[src/rtl/ctu_pkg.sv]
// ----------------------------------------------------------------------------
// ctu_pkg: shared types and constants
// Field layout of the stream words, operation and register codes, and the
// command/status bundles between the sequencer and the datapath.
// ----------------------------------------------------------------------------
package ctu_pkg;

	// Operation codes carried in s_axis_tuser
	localparam logic [1:0] OP_WRITE     = 2'd0;
	localparam logic [1:0] OP_TRANSLATE = 2'd1;
	localparam logic [1:0] OP_CLEAR     = 2'd2;

	// Configuration register indexes
	localparam logic REG_ENTRIES_IN_USE = 1'b0;
	localparam logic REG_STAGE_COUNT    = 1'b1;

	// Field widths
	localparam int OP_W       = 2;
	localparam int IDX_W      = 8;
	localparam int STAGE_W    = 3;
	localparam int FIELD_W    = 32;
	localparam int ENTRIES_W  = 9;
	localparam int SCOUNT_W   = 4;
	localparam int CFG_IDX_W  = 1;
	localparam int CFG_DATA_W = 9;

	// Reset value of the stage count register
	localparam logic [SCOUNT_W-1:0] SCOUNT_RST = 4'd7;

	// Input word layout, lowest bits first
	localparam int IDX_LSB    = 0;
	localparam int STAGE_LSB  = IDX_LSB + IDX_W;
	localparam int SRC_LSB    = STAGE_LSB + STAGE_W;
	localparam int DEST_LSB   = SRC_LSB + FIELD_W;
	localparam int LEN_LSB    = DEST_LSB + FIELD_W;
	localparam int QUERY_LSB  = LEN_LSB + FIELD_W;
	localparam int S_TDATA_W  = ((QUERY_LSB + FIELD_W + 7) / 8) * 8;

	// Output word layout
	localparam int LOC_LSB    = 0;
	localparam int LOW_LSB    = FIELD_W;
	localparam int M_TDATA_W  = 2 * FIELD_W;

	// Commands from the sequencer
	typedef struct packed {
		logic write_entry;
		logic load_query;
		logic clear_min;
		logic issue_read;
		logic apply;
		logic next_stage;
		logic finish;
	} ctu_cmd_t;

	// Status from the datapath
	typedef struct packed {
		logic hit;
		logic last_miss;
		logic more;
		logic stage_last;
		logic empty;
		logic out_free;
	} ctu_sts_t;

endpackage

[src/rtl/ctu_ctrl.sv]
// ----------------------------------------------------------------------------
// ctu_ctrl: item sequencer
// Decodes accepted words and walks the table stage by stage, one entry
// read per cycle, until each stage hits or runs out of entries.
// ----------------------------------------------------------------------------
module ctu_ctrl import ctu_pkg::*; (
	input  logic            clk,
	input  logic            arst_n,
	input  logic            s_tvalid,
	output logic            s_tready,
	input  logic [OP_W-1:0] s_tuser,
	output ctu_cmd_t        cmd,
	input  ctu_sts_t        sts
);

	localparam logic [1:0] ST_IDLE   = 2'd0;
	localparam logic [1:0] ST_SCAN   = 2'd1;
	localparam logic [1:0] ST_FINISH = 2'd2;

	logic [1:0] state_q;
	logic [1:0] state_d;

	// Next state and commands
	always_comb begin
		cmd      = '0;
		state_d  = state_q;
		s_tready = (state_q == ST_IDLE);
		case (state_q)
			ST_IDLE: begin
				if (s_tvalid) begin
					case (s_tuser)
						OP_WRITE: cmd.write_entry = 1'b1;
						OP_TRANSLATE: begin
							cmd.load_query = 1'b1;
							state_d = sts.empty ? ST_FINISH : ST_SCAN;
						end
						OP_CLEAR: cmd.clear_min = 1'b1;
						default: ;
					endcase
				end
			end
			ST_SCAN: begin
				if (sts.hit || sts.last_miss) begin
					cmd.apply = sts.hit;
					if (sts.stage_last) begin
						state_d = ST_FINISH;
					end else begin
						cmd.next_stage = 1'b1;
					end
				end else begin
					cmd.issue_read = sts.more;
				end
			end
			ST_FINISH: begin
				// Hold until the output register can take the word
				if (sts.out_free) begin
					cmd.finish = 1'b1;
					state_d    = ST_IDLE;
				end
			end
			default: state_d = ST_IDLE;
		endcase
	end

	always_ff @(posedge clk or negedge arst_n) begin
		if (!arst_n) begin
			state_q <= ST_IDLE;
		end else begin
			state_q <= state_d;
		end
	end

	// No further read once the current stage is decided
	a_no_read_after_decide: assert property (@(posedge clk) disable iff (!arst_n)
		cmd.issue_read |-> !sts.hit && !sts.last_miss)
		else $error("read issued after stage decided");

	// A decided stage that is not the last keeps scanning
	a_scan_continues: assert property (@(posedge clk) disable iff (!arst_n)
		(state_q == ST_SCAN) && (sts.hit || sts.last_miss) && !sts.stage_last
		|=> state_q == ST_SCAN)
		else $error("scan left early");

	// An accepted translate word always leaves idle
	a_translate_busy: assert property (@(posedge clk) disable iff (!arst_n)
		s_tvalid && s_tready && (s_tuser == OP_TRANSLATE) |=> state_q != ST_IDLE)
		else $error("translate word not started");

endmodule

[config.mk]
export PLATFORM = sky130hd
export DESIGN_NAME = ctu_ctrl
export DESIGN_NICKNAME = d
export VERILOG_FILES = /design/src/rtl/ctu_pkg.sv /design/src/rtl/ctu_ctrl.sv
export SDC_FILE = /design/constraint.sdc
export NUM_CORES = 1
export LEC_CHECK = 0
export BUFFER_PORTS_ARGS = -buffer_cell sky130_fd_sc_hd__buf_4
export CAP_MARGIN = 20
export CORE_AREA = 2 2 39 41
export CTS_CLUSTER_DIAMETER = 80
export CTS_CLUSTER_SIZE = 25
export DETAILED_ROUTE_END_ITERATION = 6
export DIE_AREA = 0 0 41 43
export SKIP_CTS_REPAIR_TIMING = 1
export SLEW_MARGIN = 20
export SYNTH_ARGS = -nofsm -noshare
export SYNTH_HDL_FRONTEND = slang
export SYNTH_SLANG_ARGS = --single-unit
[constraint.sdc]
create_clock -name clk -period 2.5 [get_ports clk]
set_input_delay 0.5 -clock clk [delete_from_list [all_inputs] [get_ports clk]]
set_output_delay 0.5 -clock clk [all_outputs]
set_load 0.05 [all_outputs]
==> reports/results.tsv, run 1 <==
stage	metric	value	unit
power	Max rail drop VDD	0.000103	V
routing	Post-DRT Antenna Nets	0	
sta	max_slew headroom	83.4	%
die	Die H	43	um
grt	grt met1 use	5.77	%
routing	DRC viols	0	
yosys	Mapped Nets	32	
grt	initial antenna violation count	0	
sta	Setup-failing EPs final	0	
sta	Final Worst Setup Slack	670	ps
grt	first-pass GRT wire length	876	um
die	core area	1380	um^2
yosys	Syn Inst Count	21	
layout	Largest Register	state_q	
yosys	post-synth top area share	30.1	%
grt	pin count of the biggest net entering global routing	7	
grt	grt total ovfl	0	
grt	vias in the first global route	243	
yosys	Synth area leader	dfrtp_1	
routing	WL/cell	9.40	um
worst_hold_path	Hold Crit Class	in2async	
die	total I/O pin count	19	
yosys	cell area after synthesis	166	um^2
layout	max reg flops	2	
die	die width	41	um
sta	Final period util	73.2	%
placed_design	Port Buffers	18	
grt	GRT busiest layer	met2	
yosys	Syn. warnings	0	
grt	gr usage total	7.92	%
routing	via density per instance	4.07	
routing	WL final	545	um
sta	Max Slew Vio Count	0	
clocking	latest clock arrival within the worst-skew pair	220	ps
sta	Slew @ Worst Pin	246	ps
setup_path	Worst Path Class, Setup	reg2out	
yosys	Syn Area/Cell	7.92	um^2
clocking	CTS Root Cell	clkbuf_4	
clocking	CTS Sinks	2	
power	Leakage	0.181	nW
clocking	CTS tree	yes	
clocking	H-tree levels	1	
routing	starting DRC count in detailed routing	4	
yosys	count of cell types in the netlist	13	
placed_design	dpl hpwl	454	um
layout	P&R area growth vs syn	113	%
placed_design	Final GP Congestion	0.547	
layout	biggest regs	state_q: 2 flops	
setup_path	reg2reg start	state_q[0]$_DFFE_PN0P_	
sta	clock skew	3.22	ps
grt	met3 usage	4.71	%
setup_path	Setup crit end kind	output pin	
sta	fmax	0.546	GHz
setup_path	worst-path fanout max	6	
die	num rows	14	
clocking	Longest Clk Path Bufs	2	
setup_path	Worst EP required	2000	ps
yosys	Seq cells post-synth	2	
layout	ant diodes	0	
layout	layout filler cell count	152	
clocking	clock slew at reported path FFs	30	ps
sta	setup_tns	0	ps
clocking	number of buffers created by CTS	3	
yosys	largest cells by area after synthesis	dfrtp_1 30%, nor2_1 9.0%, nor3b_1 9.0%	
routing	DRT Pass-1 Iters	2	
yosys	post-synthesis sequential area ratio	30.1	%
die	Die Area	1760	um^2
outcome	status	completed	
placed_design	pre-CTS WS	856	ps
layout	area of the multi-input gates	119	um^2
setup_path	crit path DAT	1330	ps
layout	register area	50.0	um^2
routing	total number of vias	236	
die	Initial Util	12.0	%
sta	Hold Vio Cnt, Final	0	
job	total of max-cap violations	0	
layout	share of layout cells above drive strength 1	64.3	%
setup_path	Worst Setup SP	state_q[0]$_DFFE_PN0P_	
grt	GRT met2 Usage	12.5	%
layout	final net count	55	
setup_path	startpoint types	register	
sta	min Tclk post-route	1830	ps
sta	RSZ-0062 raised after global routing	false	
power	Pwr per Cell Area	539	nW/um^2
## layout by cell type (no fill, tap or decap), drive strengths merged
cell and instances:
nand2 2, or2b 1, inv 2, o21ai 1
nor3b 2, nor3 2, clkbuf 3, and3 1
a32o 1, and4b 1, a221o 1, buf 18
dfrtp 2, nor2 5
## worst paths after layout
| check | slack (ps) | end | cells past startpoint |
|---|---|---|---|
| min in group clk | 540 | state_q[1]$_DFFE_PN0P_ | 2 |
| worst min-delay path | 50 | state_q[0]$_DFFE_PN0P_ | 1 |
| max in group asynchronous | 2360 | state_q[1]$_DFFE_PN0P_ | 1 |
| worst min register to register | 580 | state_q[1]$_DFFE_PN0P_ | 1 |
| worst max-delay path | 670 | cmd[1] | 3 |
| worst max register to register | 1360 | state_q[1]$_DFFE_PN0P_ | 3 |
## critical path: stages (launching register included)
cell and delay (ps):
dfrtp_1 410, or2b_1 280, nor3_1 180, buf_4 230
## Yosys cell counts
library cell  number
nor3b_1            2
nor2_1             4
and4b_4            1
and3_2             1
nand2_1            2
dfrtp_1            2
a221o_1            1
o21ai_0            1
inv_1              2
or2b_1             1
nor2_2             1
nor3_1             2
a32o_2             1
## metrics by stage
step / util, % / hold WS, ps / total power [W] / instances / cell area [um^2]
floorplan: - / 204 / 0.0000900 / 21 / 176
global placement: 24.0 / 284 / 0.000121 / 55 / 332
detailed placement: 24.0 / 286 / 0.000121 / 55 / 332
CTS: 25.6 / 43.2 / 0.000198 / 58 / 354
global route: 25.6 / 38.6 / 0.000208 / 58 / 354
finish: 25.6 / 52.5 / 0.000191 / 58 / 354
## cell families (layout without fill, tap and decap cells)
logic type	Yosys count	after routing	share of synthesized area, %
AND/OR/NAND/NOR	14	14	49.6
AO/OA/AOI/OAI	3	3	15.8
flip-flops	2	2	30.1
buffers and inverters	2	23	4.51
## layout make-up
| class | instances | share of cell area [%] |
|---|---|---|
| Timing Repair Buffer | 18 | 38.2 |
| Multi-Input combinational cell | 17 | 33.6 |
| Sequential cell | 2 | 14.1 |
| Clock buffer | 3 | 6.36 |
| Tap cell | 16 | 5.65 |
| Inverter | 2 | 2.12 |
## layer usage
metal  share of wire (%)  vias to the layer above  wire, um
met4                   0                        0         0
met2                  52                       12       285
met5                   0                        -         0
li1                    -                      120         -
met3                  15                        0        80
met1                  33                      104       179
## power by group
group	internal [W]	total (W)	switching, W
registers	0.0000360	0.0000402	0.00000422
logic	0.0000313	0.0000795	0.0000482
clock network	0.0000529	0.0000710	0.0000180
total	0.000120	0.000191	0.0000705
No activity file was read; power rests on OpenSTA's default activity.
==> run 2: changes to the inputs <==
==> constraint.sdc (replaced) <==
create_clock -name clk -period 1.7 [get_ports clk]
set_input_delay 0.34 -clock clk [delete_from_list [all_inputs] [get_ports clk]]
set_output_delay 0.34 -clock clk [all_outputs]
set_load 0.05 [all_outputs]
==> reports/results.tsv, run 2 (same netlist as run 1, synthesis figures left out) <==
stage	metric	value	unit	change
die	Die H	43	um	unchanged
power	Combinational Power Share	44.3	%	+2.6 points
setup_path	R2R cell count	3		unchanged
sta	Slew @ Worst Pin	236	ps	-9.93 ps
setup_path	Worst Path Class, Setup	reg2out		
sta	RSZ-0062 raised after global routing	true		
routing	via density per instance	3.86		-5.0%
routing	DRC viols	0		unchanged
routing	WL final	480	um	-12%
power	clock power share	34.8	%	-2.4 points
sta	Max Slew Vio Count	0		unchanged
setup_path	critical path endpoint	cmd[1]		
routing	Post-DRT Antenna Nets	0		unchanged
setup_path	startpoint types	register		
die	total I/O pin count	19		unchanged
grt	grt total ovfl	0		unchanged
layout	max reg flops	2		unchanged
power	Power, Total	0.000296	W	+55%
layout	commonest non-fill, non-tap cell in the layout	buf_4		
sta	max_slew headroom	84.1	%	+0.67 points
power	Switching Fraction	37.5	%	+0.55 points
layout	share of layout cells above drive strength 1	72.1	%	+7.8 points
routing	total number of vias	228		-3.4%
sta	setup_tns	0	ps	unchanged
sta	clock skew	1.61	ps	-1.61 ps
clocking	Longest Clk Path Bufs	2		unchanged
clocking	latest clock arrival within the worst-skew pair	220	ps	about the same
placed_design	dpl hpwl	415	um	-8.7%
layout	biggest regs	state_q: 2 flops		
sta	min Tclk post-route	1630	ps	
layout	commonest cells after routing, fill and taps aside	16 x buf_4, 4 x nor2_1, 3 x clkbuf_4		
grt	initial antenna violation count	0		unchanged
setup_path	worst-path fanout max	6		unchanged
routing	DRT Pass-1 Iters	2		unchanged
grt	pin count of the biggest net entering global routing	7		unchanged
power	Flop pwr share	20.9	%	-0.2 points
sta	fmax	0.615	GHz	
power	Psw	0.000111	W	+58%
layout	P&R area growth vs syn	142	%	
grt	gr usage total	6.33	%	-1.6 points
outcome	status	completed		
grt	vias in the first global route	192		-21%
clocking	CTS tree	yes		
power	Leakage	0.195	nW	+7.8%
setup_path	reg2reg start	state_q[1]$_DFFE_PN0P_		
sta	Setup-failing EPs final	0		unchanged
setup_path	flop2flop setup slack	570	ps	-790 ps
die	die width	41	um	unchanged
setup_path	Worst Setup SP	state_q[0]$_DFFE_PN0P_		
clocking	CTS Root Cell	clkbuf_4		
sta	Final period util	95.7	%	
power	internal power	0.000185	W	+54%
job	total of max-cap violations	0		unchanged
die	core area	1380	um^2	unchanged
clocking	H-tree levels	1		unchanged
placed_design	pre-CTS WS	234	ps	-622 ps
sta	Final Worst Setup Slack	73.4	ps	-597 ps
routing	starting DRC count in detailed routing	5		+1
clocking	clock slew at reported path FFs	30	ps	about the same
die	Die Area	1760	um^2	unchanged
setup_path	Setup crit end kind	output pin		
setup_path	Worst EP required	1360	ps	-640 ps
power	Max rail drop VDD	0.000340	V	+230%
placed_design	Final GP Congestion	0.667		+22%
placed_design	Port Buffers	18		unchanged
worst_hold_path	Hold Crit Class	in2reg		
die	num rows	14		unchanged
layout	Largest Register	state_q		
power	Pwr per Cell Area	735	nW/um^2	+37%
die	Initial Util	12.0	%	unchanged
setup_path	r2r endpoint	state_q[1]$_DFFE_PN0P_		
clocking	CTS Sinks	2		unchanged
grt	first-pass GRT wire length	696	um	-21%
sta	Hold Vio Cnt, Final	0		unchanged
routing	WL/cell	8.14	um	-13%
setup_path	crit path DAT	1290	ps	-40 ps
layout	final net count	56		+1.8%
layout	ant diodes	0		unchanged
clocking	number of buffers created by CTS	3		unchanged
run 2: cell count changes in the layout (fill, tap and decap cells not counted):
cell,change
dlygate4sd3_1,+1
buf_6,+2
nor3b_1,-1
nand2_1,-1
nor2_4,+1
nor3b_4,+1
nand2_2,+1
dfrtp_1,-1
nor2_2,-1
nor3_1,-1
buf_4,-2
nor3_4,+1
dfrtp_2,+1
run 2: per-layer routing:
layer  global-route usage (%)  part of all wire [%]
met5                        0                     0
met4                     6.00                     0
met3                     3.14                   7.5
met2                     8.13                    50
met1                     7.10                    42
run 2: power groups by stage:
stage / Clock (W) / Sequential [W] / Combinational (W)
floorplan: 0 / 0.0000605 / 0.0000817
global placement: 0 / 0.0000614 / 0.000127
detailed placement: 0 / 0.0000617 / 0.000128
CTS: 0.000112 / 0.0000611 / 0.000128
global route: 0.000117 / 0.0000624 / 0.000141
finish: 0.000103 / 0.0000619 / 0.000131
run 2: through the flow:
| step | utilization (%) | instance area [um^2] | hold WS [ps] | cells |
|---|---|---|---|---|
| floorplan | - | 204 | 44.4 | 21 |
| CTS | 27.6 | 382 | -117 | 58 |
| finish | 29.1 | 403 | 378 | 59 |
| global route | 29.1 | 403 | 379 | 59 |
| global placement | 25.9 | 359 | 124 | 55 |
| detailed placement | 25.9 | 359 | 124 | 55 |
run 2: final cells by class:
class | instances | area (um^2)
multi-input combinational | 17 | 149
sequential | 2 | 51.3
inverter | 2 | 7.51
clock buffer | 3 | 22.5
tap | 16 | 20.0
timing repair buffer | 19 | 153
fill | 148 | 981
run 2: worst min path at each step:
| stage | from | to | slack, ps | cells after the start |
|---|---|---|---|---|
| 6_report | sts[1] | state_q[1]$_DFFE_PN0P_ | 380 | 2 |
| 5_1_grt | sts[1] | state_q[1]$_DFFE_PN0P_ | 380 | 2 |
| 4_1_cts | arst_n | state_q[1]$_DFFE_PN0P_ | -120 | 1 |
| 3_5_place_dp | arst_n | state_q[0]$_DFFE_PN0P_ | 120 | 1 |
| 3_3_place_gp | arst_n | state_q[1]$_DFFE_PN0P_ | 120 | 1 |
| 2_1_floorplan | arst_n | state_q[0]$_DFFE_PN0P_ | 40 | 0 |
run 2: critical path, stage by stage, from the launching register on:
cell and delay [ps]:
dfrtp_2 420, or2b_1 280, nor3_2 180, buf_6 180
